### src/sv/acmac_pkg.sv
// Shared types, constants and AES helper functions for the CMAC tag generator.
package acmac_pkg;

	localparam int unsigned KeyWidth   = 64;
	localparam int unsigned BlockWidth = 128;
	localparam int unsigned BlockBytes = 16;
	localparam int unsigned FillWidth  = 5;
	localparam int unsigned CfgIdxWidth = 1;
	localparam logic [7:0] CmacRb  = 8'h87;
	localparam logic [7:0] CmacPad = 8'h80;

	localparam logic [CfgIdxWidth-1:0] RegKeyHigh = 1'b0;
	localparam logic [CfgIdxWidth-1:0] RegKeyLow  = 1'b1;

	typedef enum logic [1:0] {
		SRC_ZERO,
		SRC_CHAIN,
		SRC_FINAL
	} aes_src_t;

	// controller to datapath
	typedef struct packed {
		logic     buf_write;
		logic     fill_clear;
		logic     aes_start;
		aes_src_t aes_src;
		logic     keep_subkeys;
		logic     keep_chain;
		logic     msg_clear;
		logic     tag_load;
	} dp_cmd_t;

	// datapath to controller
	typedef struct packed {
		logic aes_done;
		logic buf_full;
	} dp_status_t;

	function automatic logic [7:0] sbox(input logic [7:0] a);
		logic [7:0] t [256];
		t = '{
		8'h63,8'h7c,8'h77,8'h7b,8'hf2,8'h6b,8'h6f,8'hc5,8'h30,8'h01,8'h67,8'h2b,8'hfe,8'hd7,8'hab,8'h76,
		8'hca,8'h82,8'hc9,8'h7d,8'hfa,8'h59,8'h47,8'hf0,8'had,8'hd4,8'ha2,8'haf,8'h9c,8'ha4,8'h72,8'hc0,
		8'hb7,8'hfd,8'h93,8'h26,8'h36,8'h3f,8'hf7,8'hcc,8'h34,8'ha5,8'he5,8'hf1,8'h71,8'hd8,8'h31,8'h15,
		8'h04,8'hc7,8'h23,8'hc3,8'h18,8'h96,8'h05,8'h9a,8'h07,8'h12,8'h80,8'he2,8'heb,8'h27,8'hb2,8'h75,
		8'h09,8'h83,8'h2c,8'h1a,8'h1b,8'h6e,8'h5a,8'ha0,8'h52,8'h3b,8'hd6,8'hb3,8'h29,8'he3,8'h2f,8'h84,
		8'h53,8'hd1,8'h00,8'hed,8'h20,8'hfc,8'hb1,8'h5b,8'h6a,8'hcb,8'hbe,8'h39,8'h4a,8'h4c,8'h58,8'hcf,
		8'hd0,8'hef,8'haa,8'hfb,8'h43,8'h4d,8'h33,8'h85,8'h45,8'hf9,8'h02,8'h7f,8'h50,8'h3c,8'h9f,8'ha8,
		8'h51,8'ha3,8'h40,8'h8f,8'h92,8'h9d,8'h38,8'hf5,8'hbc,8'hb6,8'hda,8'h21,8'h10,8'hff,8'hf3,8'hd2,
		8'hcd,8'h0c,8'h13,8'hec,8'h5f,8'h97,8'h44,8'h17,8'hc4,8'ha7,8'h7e,8'h3d,8'h64,8'h5d,8'h19,8'h73,
		8'h60,8'h81,8'h4f,8'hdc,8'h22,8'h2a,8'h90,8'h88,8'h46,8'hee,8'hb8,8'h14,8'hde,8'h5e,8'h0b,8'hdb,
		8'he0,8'h32,8'h3a,8'h0a,8'h49,8'h06,8'h24,8'h5c,8'hc2,8'hd3,8'hac,8'h62,8'h91,8'h95,8'he4,8'h79,
		8'he7,8'hc8,8'h37,8'h6d,8'h8d,8'hd5,8'h4e,8'ha9,8'h6c,8'h56,8'hf4,8'hea,8'h65,8'h7a,8'hae,8'h08,
		8'hba,8'h78,8'h25,8'h2e,8'h1c,8'ha6,8'hb4,8'hc6,8'he8,8'hdd,8'h74,8'h1f,8'h4b,8'hbd,8'h8b,8'h8a,
		8'h70,8'h3e,8'hb5,8'h66,8'h48,8'h03,8'hf6,8'h0e,8'h61,8'h35,8'h57,8'hb9,8'h86,8'hc1,8'h1d,8'h9e,
		8'he1,8'hf8,8'h98,8'h11,8'h69,8'hd9,8'h8e,8'h94,8'h9b,8'h1e,8'h87,8'he9,8'hce,8'h55,8'h28,8'hdf,
		8'h8c,8'ha1,8'h89,8'h0d,8'hbf,8'he6,8'h42,8'h68,8'h41,8'h99,8'h2d,8'h0f,8'hb0,8'h54,8'hbb,8'h16};
		return t[a];
	endfunction

	function automatic logic [7:0] xtime(input logic [7:0] v);
		return {v[6:0], 1'b0} ^ (v[7] ? 8'h1b : 8'h00);
	endfunction

	// byte i of a 128-bit block, byte 0 most significant
	function automatic logic [7:0] blk_byte(input logic [BlockWidth-1:0] b, input int i);
		return b[BlockWidth-1-8*i -: 8];
	endfunction

	function automatic logic [BlockWidth-1:0] next_round_key(
		input logic [BlockWidth-1:0] k, input logic [7:0] rc);
		logic [31:0] w [4];
		logic [31:0] t;
		logic [BlockWidth-1:0] r;
		for (int i = 0; i < 4; i++) w[i] = k[BlockWidth-1-32*i -: 32];
		t = {sbox(w[3][23:16]) ^ rc, sbox(w[3][15:8]), sbox(w[3][7:0]), sbox(w[3][31:24])};
		w[0] = w[0] ^ t;
		w[1] = w[1] ^ w[0];
		w[2] = w[2] ^ w[1];
		w[3] = w[3] ^ w[2];
		r = {w[0], w[1], w[2], w[3]};
		return r;
	endfunction

	function automatic logic [BlockWidth-1:0] aes_round(
		input logic [BlockWidth-1:0] s, input logic [BlockWidth-1:0] rk, input logic last);
		logic [7:0] t [16];
		logic [7:0] a0, a1, a2, a3, al;
		logic [BlockWidth-1:0] r;
		for (int c = 0; c < 4; c++)
			for (int i = 0; i < 4; i++)
				t[i+4*c] = sbox(blk_byte(s, i + 4*((c+i) & 3)));
		if (!last) begin
			for (int c = 0; c < 4; c++) begin
				a0 = t[4*c]; a1 = t[4*c+1]; a2 = t[4*c+2]; a3 = t[4*c+3];
				al = a0 ^ a1 ^ a2 ^ a3;
				t[4*c]   = a0 ^ al ^ xtime(a0 ^ a1);
				t[4*c+1] = a1 ^ al ^ xtime(a1 ^ a2);
				t[4*c+2] = a2 ^ al ^ xtime(a2 ^ a3);
				t[4*c+3] = a3 ^ al ^ xtime(a3 ^ a0);
			end
		end
		for (int i = 0; i < 16; i++) r[BlockWidth-1-8*i -: 8] = t[i];
		return r ^ rk;
	endfunction

	function automatic logic [BlockWidth-1:0] dbl(input logic [BlockWidth-1:0] v);
		return {v[BlockWidth-2:0], 1'b0} ^ {{(BlockWidth-8){1'b0}}, (v[BlockWidth-1] ? CmacRb : 8'h00)};
	endfunction

endpackage

### src/sv/acmac_ctrl.sv
// CMAC controller: sequences subkey derivation, block chaining and tag output.
module acmac_ctrl (
	input  logic                  clk,
	input  logic                  arst_n,
	input  logic                  cfg_we,
	input  logic                  in_valid,
	output logic                  in_stall,
	input  logic                  has_byte,
	input  logic                  last_of_message,
	output logic                  out_valid,
	input  logic                  out_stall,
	input  acmac_pkg::dp_status_t status,
	output acmac_pkg::dp_cmd_t    cmd
);
	typedef enum logic [2:0] {
		S_IDLE, S_SUBKEY, S_CHAIN, S_FSTART, S_FINAL, S_OUT
	} state_t;

	state_t state_q;
	logic   ready_q, last_q, acc;

	assign in_stall = (state_q != S_IDLE) || !ready_q;
	assign acc = in_valid && !in_stall;
	// ready_q here stands for subkeys valid; in_stall also covers derivation start
	always_comb begin
		cmd = '0;
		cmd.aes_src = acmac_pkg::SRC_ZERO;
		case (state_q)
			S_IDLE: begin
				if (!cfg_we && !ready_q) begin
					cmd.aes_start = 1'b1;
					cmd.aes_src   = acmac_pkg::SRC_ZERO;
				end else if (acc && has_byte) begin
					if (status.buf_full) begin
						cmd.aes_start = 1'b1;
						cmd.aes_src   = acmac_pkg::SRC_CHAIN;
					end else
						cmd.buf_write = 1'b1;
				end
			end
			S_SUBKEY: cmd.keep_subkeys = status.aes_done;
			S_CHAIN: begin
				if (status.aes_done) begin
					cmd.keep_chain = 1'b1;
					cmd.buf_write  = 1'b1;
					cmd.fill_clear = 1'b1;
				end
			end
			S_FSTART: begin
				cmd.aes_start = 1'b1;
				cmd.aes_src   = acmac_pkg::SRC_FINAL;
			end
			S_FINAL: begin
				cmd.aes_src = acmac_pkg::SRC_FINAL;
				if (status.aes_done) begin
					cmd.tag_load  = 1'b1;
					cmd.msg_clear = 1'b1;
				end
			end
			default: ;
		endcase
	end

	always_ff @(posedge clk or negedge arst_n) begin
		if (!arst_n) begin
			state_q   <= S_IDLE;
			ready_q   <= 1'b0;
			out_valid <= 1'b0;
			last_q    <= 1'b0;
		end else begin
			case (state_q)
				S_IDLE: begin
					if (cfg_we)
						ready_q <= 1'b0;
					else if (!ready_q)
						state_q <= S_SUBKEY;
					else if (acc) begin
						last_q <= last_of_message;
						if (has_byte && status.buf_full)
							state_q <= S_CHAIN;
						else if (last_of_message)
							state_q <= S_FSTART;
					end
				end
				S_SUBKEY: if (status.aes_done) begin
					ready_q <= 1'b1;
					state_q <= S_IDLE;
				end
				S_CHAIN: if (status.aes_done)
					state_q <= last_q ? S_FSTART : S_IDLE;
				S_FSTART: state_q <= S_FINAL;
				S_FINAL: if (status.aes_done) begin
					out_valid <= 1'b1;
					state_q   <= S_OUT;
				end
				S_OUT: if (!out_stall) begin
					out_valid <= 1'b0;
					state_q   <= S_IDLE;
				end
				default: state_q <= S_IDLE;
			endcase
		end
	end
endmodule

### config.mk
export PLATFORM = sky130hd
export DESIGN_NAME = acmac_ctrl
export DESIGN_NICKNAME = d
export VERILOG_FILES = /design/src/sv/acmac_pkg.sv /design/src/sv/acmac_ctrl.sv
export SDC_FILE = /design/constraint.sdc
export NUM_CORES = 1
export LEC_CHECK = 0
export ABC_AREA = 1
export BUFFER_PORTS_ARGS = -buffer_cell sky130_fd_sc_hd__buf_2
export CAP_MARGIN = 30
export CELL_PAD_IN_SITES_DETAIL_PLACEMENT = 0
export CELL_PAD_IN_SITES_GLOBAL_PLACEMENT = 1
export CORE_MARGIN = 8
export CORE_UTILIZATION = 32
export CTS_CLUSTER_SIZE = 40
export DETAILED_ROUTE_END_ITERATION = 6
export GPL_TIMING_DRIVEN = 0
export PLACE_DENSITY_LB_ADDON = 0.08
export REMOVE_ABC_BUFFERS = 1
export SLEW_MARGIN = 20
export SYNTH_ARGS = -nofsm -noshare
export SYNTH_HDL_FRONTEND = slang
export SYNTH_SLANG_ARGS = --single-unit
### constraint.sdc
create_clock -name clk -period 2.1 [get_ports clk]
set_clock_uncertainty 0.2 [all_clocks]
set_input_delay 0.21 -clock clk [delete_from_list [all_inputs] [get_ports clk]]
set_output_delay 0.21 -clock clk [all_outputs]
set_load 0.05 [all_outputs]
======== Word-level counts from Yosys, hierarchy flattened ========
Index checks and enable logic that the tools add are counted.
word-level totals
  flip-flop bits (word level) ............. 6
  word-level logic and storage cells ...... 66
  output and inout bits ................... 11
  input port bits ......................... 9
cells by class
  multiplexer cells ....................... 31
  eq/ne operators ......................... 13
  bitwise operators ....................... 1
  reduce and logical (&&, ||, !) cells .... 17
operator list
  cell                                                              count
  3-bit two-way mux                                                 12
  3-bit case mux with 6 select lines                                1
  2-bit != test (second input constant)                             6
  1-bit two-way mux                                                 10
  1-bit case mux with 2 select lines                                4
  7-bit AND reduction                                               1
  3-bit by 2-bit == test with 1-bit output (second input constant)  2
  3-bit == test (second input constant)                             2
  2-bit two-way mux                                                 3
  3-bit AND reduction                                               2
  1-bit logical AND                                                 4
  4-bit != test (second input constant)                             1
  2-bit case mux with 2 select lines                                1
  4-bit AND reduction                                               1
  2-bit nonzero test                                                2
  3-bit by 1-bit == test with 1-bit output (second input constant)  1
  1-bit logical NOT                                                 3
  3-bit logical NOT                                                 1
  3-bit != test (second input constant)                             1
  3-bit nonzero test                                                1
  2-bit OR reduction                                                1
  1-bit logical OR                                                  1
  1-bit NOT                                                         1

======== Depth between registers and ports, before layout ========
Gate-level depths: netlist (run 1).
  depth in word-level cells ............... 8
  gate-level depth with buffers ........... 8
  gate-level depth less buffers ........... 8

======== Worst setup path before layout (run 1) ========
OpenSTA, ideal clock, no wires.
  path kind ............................... flip-flop to output port
  start point ............................. register state_q[0]
  end point ............................... output port cmd[8] (netlist bit)
  arrival time ............................ 1.801 ns
  setup slack ............................. -0.111 ns
  stages on the path, launching flop included .. 6
  path buffers ............................ 0
  required time ........................... 1.690 ns
  path through ............................ dfrtp_1 -> nor2_4 -> nand3_4 -> nor2_4 -> nand2_1 -> o22ai_1
RTL lines
  element                 RTL line          RTL
  from (decl)             acmac_ctrl.sv:19  state_t state_q;
  from (signal assigned)  acmac_ctrl.sv:90  state_q <= last_q ? S_FSTART : S_IDLE;
  to (decl)               acmac_ctrl.sv:13  output acmac_pkg::dp_cmd_t cmd

==> results of run 1 <==
flip-flops by register name, indices dropped and copies added, names as in the netlist:
name       flops
last_q         1
out_valid      1
ready_q        1
state_q        3
layer usage:
layer  global-route usage [%]  vias up
li1                         -      261
met3                     4.89        0
met2                     15.8       18
met4                     1.23        0
met5                        0        -
met1                     9.47      212
per-stage QoR:
step	TNS, ns	power (W)
floorplan	-1.13	0.000647
global placement	0	0.000762
detailed placement	0	0.000758
CTS	0	0.000871
global route	0	0.000979
finish	0	0.000908
timing repair:
| item | CTS | global route |
|---|---|---|
| buffers inserted | 0 | 2 |
| gates resized for setup | 0 | 3 |
| endpoints found under the hold margin | 6 | 0 |
| hold buffers | 1 | 0 |
| endpoints found under the setup margin | 0 | 2 |
area by class of cell:
class | instances | area, um^2
tap | 16 | 20.0
inverter | 10 | 37.5
sequential | 6 | 151
multi-input combinational | 50 | 273
fill | 167 | 827
clock buffer | 3 | 22.5
timing repair buffer | 22 | 123
tightest hold or removal path, cell delays in order:
cell                      delay (ns)
sky130_fd_sc_hd__buf_2          0.09
sky130_fd_sc_hd__o21ai_0        0.07
sky130_fd_sc_hd__o21ai_0        0.06
power breakdown:
group / switching, W / internal [W] / total [W]
combinational: 0.000393 / 0.000188 / 0.000580
sequential: 0.0000555 / 0.000165 / 0.000220
clock: 0.0000427 / 0.0000647 / 0.000107
total: 0.000491 / 0.000417 / 0.000908
logic make-up (layout without fill, tap and decap cells):
kind of cell           count (synthesis)  count (layout)
AOI/OAI and AO/OA                      8               8
and+or+nand+nor                       42              42
DFF                                    6               6
buffers and inverters                 12              35
final timing paths:
check                                 from          to  slack, ns
max in group asynchronous           arst_n  state_q[0]       1.42
worst max-delay path            state_q[0]      cmd[6]       0.12
worst min-delay path             out_stall   out_valid       0.02
worst min register to register      last_q      last_q       0.29
min in group asynchronous           arst_n  state_q[2]       0.12
worst max register to register  state_q[0]  state_q[1]       0.62
cell usage in the layout (no fill, tap or decap):
cell type,instances
sky130_fd_sc_hd__nand2_1,20
sky130_fd_sc_hd__buf_2,18
sky130_fd_sc_hd__inv_1,9
sky130_fd_sc_hd__nand3_1,7
sky130_fd_sc_hd__dfrtp_1,5
sky130_fd_sc_hd__nor2_4,4
sky130_fd_sc_hd__nor2_1,4
sky130_fd_sc_hd__nand2_2,4
sky130_fd_sc_hd__o21ai_0,3
sky130_fd_sc_hd__clkbuf_4,3
sky130_fd_sc_hd__buf_4,3
sky130_fd_sc_hd__o21ai_1,2
sky130_fd_sc_hd__inv_2,1
sky130_fd_sc_hd__nand3_4,1
sky130_fd_sc_hd__o22ai_1,1
sky130_fd_sc_hd__nand4_1,1
sky130_fd_sc_hd__a21oi_1,1
sky130_fd_sc_hd__nand3_2,1
sky130_fd_sc_hd__o21a_1,1
sky130_fd_sc_hd__dlygate4sd3_1,1
sky130_fd_sc_hd__dfrtp_2,1
==> impl.org, run 1 <==
** Outcome
- Result of the run :: complete, no violations

** Synthesis
- Summing every instance area after synthesis gives 475 um^2.
- Of the post-synthesis cell area, the part taken by muxes is 0%.
- Summing the areas of all compound-gate instances in the mapped netlist gives 9.21% of the synthesized area.
- Avg Cell Area, Syn :: 6.99 um^2
- Cells taking the most area after synthesis :: sky130_fd_sc_hd__dfrtp_1 32%, sky130_fd_sc_hd__nand2_1 16%, sky130_fd_sc_hd__nor2_4 9.5%, sky130_fd_sc_hd__nand3_1 7.4%, sky130_fd_sc_hd__inv_1 7.1%
- Post-synth EDFFs :: 0
- Number of warnings issued by yosys :: 0
- After Yosys synthesis, XOR and XNOR cells account for 0% of the synthesized area.
- Synth unique cells :: 17
- In this run, synthesis produced a sequential element count of 6.
- Synth Flop Type :: sky130_fd_sc_hd__dfrtp_1
- Summing the sequential cell areas from Yosys gives 31.6% of the chip area.
- Post-synth top area cell :: sky130_fd_sc_hd__dfrtp_1
- Share of synthesized flip-flops with an asynchronous set or reset :: 100%
- After technology mapping, the gate count stands at 68.
- sky130_fd_sc_hd__nand2_1 is the most common cell in the netlist.
- Post-synthesis share of cell area spent on and, or, nand and nor gates :: 48.2%
- In this run the biggest area consumer among cell types represents 31.6% of the synthesized area.
- After synthesis, the most frequently instantiated cells are 20 x sky130_fd_sc_hd__nand2_1, 9 x sky130_fd_sc_hd__inv_1, 7 x sky130_fd_sc_hd__nand3_1.
- Main combinational cell family by area after synthesis :: simple AND/OR/NAND/NOR gates
- Adder and majority cell fraction of the synthesized area :: 0%

** Timing
- Timing would allow up to 504 MHz.
- Transition time at the pin with the least slew margin :: 0.252 ns
- The worst path uses 94.5% of the clock period.
- On the final layout, the worst hold slack is 0.0222 ns.
- Hold violation total from the final report :: 0
- The count of final max-slew check failures was 0.
- Setup slack on the critical path of the routed design comes to 0.115 ns.
- Setup repair after global routing left no endpoint under its margin.
- Min Clock Period, post-route :: 1.98 ns
- In this run the tightest slew margin relative to its limit is 83.3%.
- Setup violations remaining at the end of the flow were counted as 0.

** Clock network
- Clock-pin slew was measured on the worst setup and hold paths at 0.04 ns.
- Level count of the clock H-tree :: 1
- TritonCTS Buffers :: 3
- For the worst-skew pair, the clock arrives at the later sink with an insertion delay of 0.24 ns.
- Clock sink count :: 6
- TritonCTS built the clock tree.
- The clock passes through at most 2 buffers.
- In this run the clock root is driven by a sky130_fd_sc_hd__clkbuf_4.

** Final layout
- Layout Area Growth over Synthesis :: 31.8%
- For this run, the number of standard cells in the final layout without fillers is 107.
- Of the cells placed in the final design, the portion with a size suffix greater than 1 is 39.6%.
- The net count of the finished layout is 102.
- Non-Filler Cell Area, Final :: 627 um^2
- Core utilization of the finished layout :: 43.1%
- The repair_antennas step left the layout with diodes totalling 0.

** Pwr
- For this design the ratio of total power to cell area is 1450 nW/um^2.
- Peak VDD IR :: 0.753 mV
- Leakage power total :: 0.374 nW

** Placed design
- Prior to clock tree synthesis, the placed netlist has a worst setup slack of 0.279 ns.
- Cell count after placement :: 101
- In this run the tool buffered the top-level ports with 19 buffer cells.
- Detailed placement finished with a half-perimeter wire length of 987 um.
- Post-DP Area :: 576 um^2
- At the end of routability-driven placement, the weighted congestion stood at 0.708.

** Critical path
- On the critical path, the stage with the largest delay is an instance of sky130_fd_sc_hd__dfrtp_2.
- Number of gates on the worst path with buffers counted :: 8
- Launching element type of the critical path :: flop
- Logic depth of the worst register-to-register path :: 7
- For this run, the slowest stage of the critical path takes 0.46 ns.
- Required time at the endpoint of the critical path :: 1.69 ns
- The setup path with the least slack is of type reg2out.
- Worst setup EP type :: primary output
- Maximum fanout encountered on the critical timing path :: 7
- The number of buffers and inverters on the critical path is 1.
- Crit-path cells :: nor2_4 -> nand3_4 -> nor2_4 -> nand2_2 -> o21ai_1 -> nand2_1 -> nand2_1 -> buf_4
- At the worst endpoint, the arrival time is 1.57 ns.
- The kind of cell with the highest combined delay along the critical path is simple AND/OR/NAND/NOR gates.

** Die
- Initial core utilization :: 32.7%
- Die boundary width :: 54.5 um
- Vertical extent of the die :: 54.5 um
- Standard-cell row count :: 14
- The die covers 2980 um^2.
- The core region is 1450 um^2.
- IO Count :: 20

** GRT
- Vias in the first global route :: 476
- Residual overflow from global routing :: 0
- The first global-routing pass estimated 1970 um of wire.
- Initial antenna violation count :: 0
- Entering global routing, the biggest net connects 8 pins.
- Overall routing resource usage :: 9.00%

** Detailed routing
- After the first detailed-routing iteration, the DRC count stood at 13.
- Before antenna repair, the detailed router went through 4 iterations.
- Detail Route met2 WL :: 597 um
- Vias/cell :: 4.59
- Routed signal wires occupy layers up through met3.
- Routed length per instance :: 11.6 um
- In this run the remaining antenna-violating nets after routing total 0.
- The detailed router put a total of 551 um of wire on met1.
- Summed over all layers, the routed wires come to 1240 um.
- The final route contains 491 vias.
- In the routed design, unresolved DRC markers number 0.
- Routed wire length on met3 :: 94 um

** Min path
- Type of the tightest min-delay check :: in2reg
- The worst hold path was traced through 3 stages.

** Run
- Across the run, the number of max-cap violations was 0.
Note: power is estimated with default switching activity, not from simulation.
==> run 2, diff against run 1 <==
CELL_PAD_IN_SITES_DETAIL_PLACEMENT = unset   (was 0)
CELL_PAD_IN_SITES_GLOBAL_PLACEMENT = unset   (was 1)
CORE_UTILIZATION = 35   (was 32)
clock period = 1.7 ns   (was 2.1 ns; I/O delays follow)
==> run 2 against run 1 <==
  * The run now ends with negative setup slack left
  * Count of clock-buffer cells in the layout unchanged
  * Utilization increased by 22 points
  * Critical path depth fell by 2
  * Cell area grew 33%
  * Sequential share of layout area down 5.9 points
  * Sequential power grew 23%
  * Cell count rose by 8.4%
  * Largest power group unchanged
  * Critical endpoint is now cmd[8]
  * Combinational power rose by 64%
  * Via count grew 16%
  * Setup slack got worse by 0.25 ns
==> impl.org, run 2 (same netlist as run 1, synthesis figures left out) <==
** Pwr
- The combinational share of power came to 70.5% (was 63.9%).
- The internal portion of total power came to 0.000653 W (was 0.000417 W).
- Leakage power total :: 0.446 nW (was 0.374 nW)
- Clock power frac :: 9.5% (was 11.8%)
- Overall power after layout :: 0.00135 W (was 0.000908 W)
- The worst-case vdd ir drop is 1.03 mV (was 0.753 mV).
- Sequential share of power :: 20.0% (was 24.2%)
- The fraction of power spent switching nets was 51.5% (was 54.1%).
- The net switching power figure was 0.000694 W (was 0.000491 W).
- The power per unit of standard cell area is 1620 nW/um^2 (was 1450 nW/um^2).

** Timing
- The headroom to the max-slew limit came to 73.4% (was 83.3%).
- Based on the critical path, the design can be clocked at up to 546 MHz.
- RSZ-0062 raised after global routing :: yes (was no)
- Post-Route Hold Slack :: 0.0923 ns (was 0.0222 ns)
- The setup slack of the critical path after layout was -0.133 ns (was 0.115 ns).
- Number of failing setup endpoints in the final timing report :: 4 (was 0)
- The slew of the pin with the lowest slew margin came to 0.398 ns (was 0.252 ns).
- The count of endpoints failing hold in the final timing report is 0 (unchanged).
- Dividing the final minimum period by the clock period gives 108%.
- The count of final max-slew check failures came to 0 (unchanged).
- The smallest clock period supported by the final layout is computed as 1.83 ns.

** Clock network
- The number of buffers on the longest clock path came to 2 (unchanged).
- The clock transition time at the flip-flop clock pins of the worst setup and hold paths is 0.04 ns (about the same).
- The clock latency on the worst-skew pair was 0.24 ns (about the same).
- Level count of the clock H-tree :: 1 (unchanged)
- The number of buffers inserted during clock tree synthesis is 3 (unchanged).
- The CTS root buffer is sky130_fd_sc_hd__clkbuf_4 (unchanged).
- Clock sink count :: 6 (unchanged)
- The TritonCTS clock tree is yes (unchanged).

** Die
- The die outline height was 52.9 um (was 54.5 um).
- IO Count :: 20 (unchanged)
- Initial core utilization :: 37.0% (was 32.7%)
- Standard-cell row count :: 13 (was 14)
- The total die area came to 2790 um^2 (was 2980 um^2).
- The die extent in x was 52.9 um (was 54.5 um).
- The area of the core is 1280 um^2 (was 1450 um^2).

** Placed design
- The count of input and output buffers was 19 (unchanged).
- The post-DP HPWL was 1020 um (was 987 um).
- The global placer's final weighted congestion was 0.714 (was 0.708).

** Critical path
- The highest cell delay on the worst timing path came to 0.40 ns (was 0.46 ns).
- The register-to-register path setup slack was 0.11 ns (was 0.62 ns).
- Dominant cell type by count on the critical path :: sky130_fd_sc_hd__buf_4
- Crit-path cells: buf_4 -> inv_2 -> nor2_4 -> nand2_4 -> o22ai_1 -> buf_4 (was nor2_4 -> nand3_4 -> nor2_4 -> nand2_2 -> o21ai_1 -> nand2_1 -> nand2_1 -> buf_4).
- The worst setup path category was reg2out (unchanged).
- Endpoint of the lowest-slack register-to-register path :: state_q[2] (was state_q[1])
- The highest-delay cell along the critical path was sky130_fd_sc_hd__dfrtp_1 (was sky130_fd_sc_hd__dfrtp_2).
- Reg-to-reg startpoint :: state_q[1] (was state_q[0])
- Logic depth of the worst register-to-register path :: 10 (was 7)
- The required time of the critical path was 1.33 ns (was 1.69 ns).
- The largest driver fanout on the critical path came to 4 (was 7).
- The arrival time at the worst endpoint was 1.46 ns (was 1.57 ns).
- The startpoint kind of the worst setup timing path is a flop (unchanged).
- Worst setup EP type :: primary output (unchanged)

** Final layout
- Number of flip-flops under the largest register name :: 3 (unchanged)
- Commonest cells after routing, fill and taps aside: 18 x sky130_fd_sc_hd__nand2_1, 10 x sky130_fd_sc_hd__buf_2, 10 x sky130_fd_sc_hd__buf_4, 8 x sky130_fd_sc_hd__nor2_4, 8 x sky130_fd_sc_hd__inv_1 (was 20 x sky130_fd_sc_hd__nand2_1, 18 x sky130_fd_sc_hd__buf_2, 9 x sky130_fd_sc_hd__inv_1, 7 x sky130_fd_sc_hd__nand3_1, 5 x sky130_fd_sc_hd__dfrtp_1).
- Filler Cell Count :: 109 (was 167)
- The final net count was 112 (was 102).
- Most common library cell in the layout ignoring fill and taps :: sky130_fd_sc_hd__nand2_1 (unchanged)
- Layout Area Growth over Synthesis :: 74.7% (was 31.8%)
- Fraction of layout instances using a drive strength above 1 :: 52.5% (was 39.6%)
- The register bank with the most flops is state_q (unchanged).
- The number of inserted diodes was 0 (unchanged).

** Run
- Number of violations of the max-capacitance limit :: 0 (unchanged)

** Detailed routing
- The first-pass detailed-route iteration total is 4 (unchanged).
- The vias after detailed routing came to 569 (was 491).
- Wirelength, routed :: 1570 um (was 1240 um)
- The average detailed-routed wire length per instance was 13.6 um (was 11.6 um).
- Vias/cell :: 4.91 (was 4.59)
- DRC viols :: 0 (unchanged)
- The number of nets with antenna violations after routing came to 0 (unchanged).
- 1st-iter DRT viols :: 10 (was 13)

** GRT
- Pin count of the biggest net entering global routing :: 8 (unchanged)
- The via count of the first global-routing pass came to 555 (was 476).
- The all-layer global routing usage is 11.8% (was 9.00%).
- The number of antenna violations at the first check in global routing came to 0 (unchanged).
- Global-route wire length before repair :: 2420 um (was 1970 um)
- The remaining global-route overflow came to 0 (unchanged).

** Min path
- The worst hold path depth was 4 (was 3).
- The endpoint of the worst hold-timing path is last_q (was out_valid).
- The path class of the lowest-slack min-delay path was in2reg (unchanged).
- The source of the worst hold timing path is cfg_we (was out_stall).

** Outcome
- Result of the run :: finished, violations left (was complete, no violations)
- The final reports fail on negative setup slack.
## run 2: changes by cell type in the layout (fill, tap and decap cells not counted), moves of 2 or more
cell	delta
sky130_fd_sc_hd__buf_2	-8
sky130_fd_sc_hd__buf_4	+7
sky130_fd_sc_hd__buf_6	+5
sky130_fd_sc_hd__buf_8	+4
sky130_fd_sc_hd__nor2_1	-4
sky130_fd_sc_hd__nor2_4	+4
sky130_fd_sc_hd__dlygate4sd3_1	+2
sky130_fd_sc_hd__nand2_1	-2
sky130_fd_sc_hd__nand2_4	+2
## run 2: cell type report
class | count | area, um^2 | area share (%)
clock buffer | 3 | 22.5 | 2.71
inverter | 10 | 40.0 | 4.82
multi-input combinational | 50 | 327 | 39.3
sequential | 6 | 151 | 18.2
tap | 15 | 18.8 | 2.26
timing repair buffer | 32 | 272 | 32.7
## run 2: timing repair
action                                  4_1_cts  5_1_grt
endpoints found under the hold margin         8        0
cloned                                        0        0
pin swaps                                     3        9
hold buffers                                  3        0
gates resized for setup                      22       17
endpoints found under the setup margin        9        9
setup buffers                                 8        3
## run 2: worst max-delay path by stage
stage | depth (start not counted) | startpoint | end
floorplan | 3 | state_q[0] | cmd[0]
global placement | 8 | state_q[0] | cmd[6]
detailed placement | 8 | state_q[0] | cmd[6]
CTS | 8 | state_q[0] | cmd[6]
global route | 8 | state_q[1] | cmd[6]
finish | 6 | state_q[1] | cmd[8]
## run 2: per-stage QoR
step                      std cells  util [%]  instance area (um^2)  setup TNS (ns)  setup WS [ns]
final                           116      64.7                   831          -0.337         -0.133
after global routing            116      64.7                   831          -0.987         -0.245
after CTS                       114      58.4                   751          -0.292         -0.107
after detailed placement        100      44.7                   574         -0.0903        -0.0771
after global placement          100      44.7                   574         -0.0678        -0.0678
after floorplan                  66         -                   460           -3.18         -0.644
## run 2: layer usage
metal  global-route usage, %  up-vias  part of all wire [%]
met5                       0        -                     0
met4                    2.59        0                   2.8
met3                    5.04        4                   6.4
met2                    20.5       15                    52
met1                    12.9      265                    39
li1                        -      285                     -
## run 2: worst max-delay path: cells and delay by family (launching register included)
family | cells | cell delay, ns
buf+inv | 3 | 0.42
compound gates | 1 | 0.18
flops | 1 | 0.40
simple gates | 2 | 0.22
## run 2: power groups by stage
stage | clock network [W] | logic [W] | registers [W]
floorplan | 0 | 0.000497 | 0.000302
global placement | 0 | 0.000667 | 0.000267
detailed placement | 0 | 0.000673 | 0.000273
CTS | 0.000136 | 0.000860 | 0.000260
global route | 0.000147 | 0.00102 | 0.000277
finish | 0.000128 | 0.000949 | 0.000270
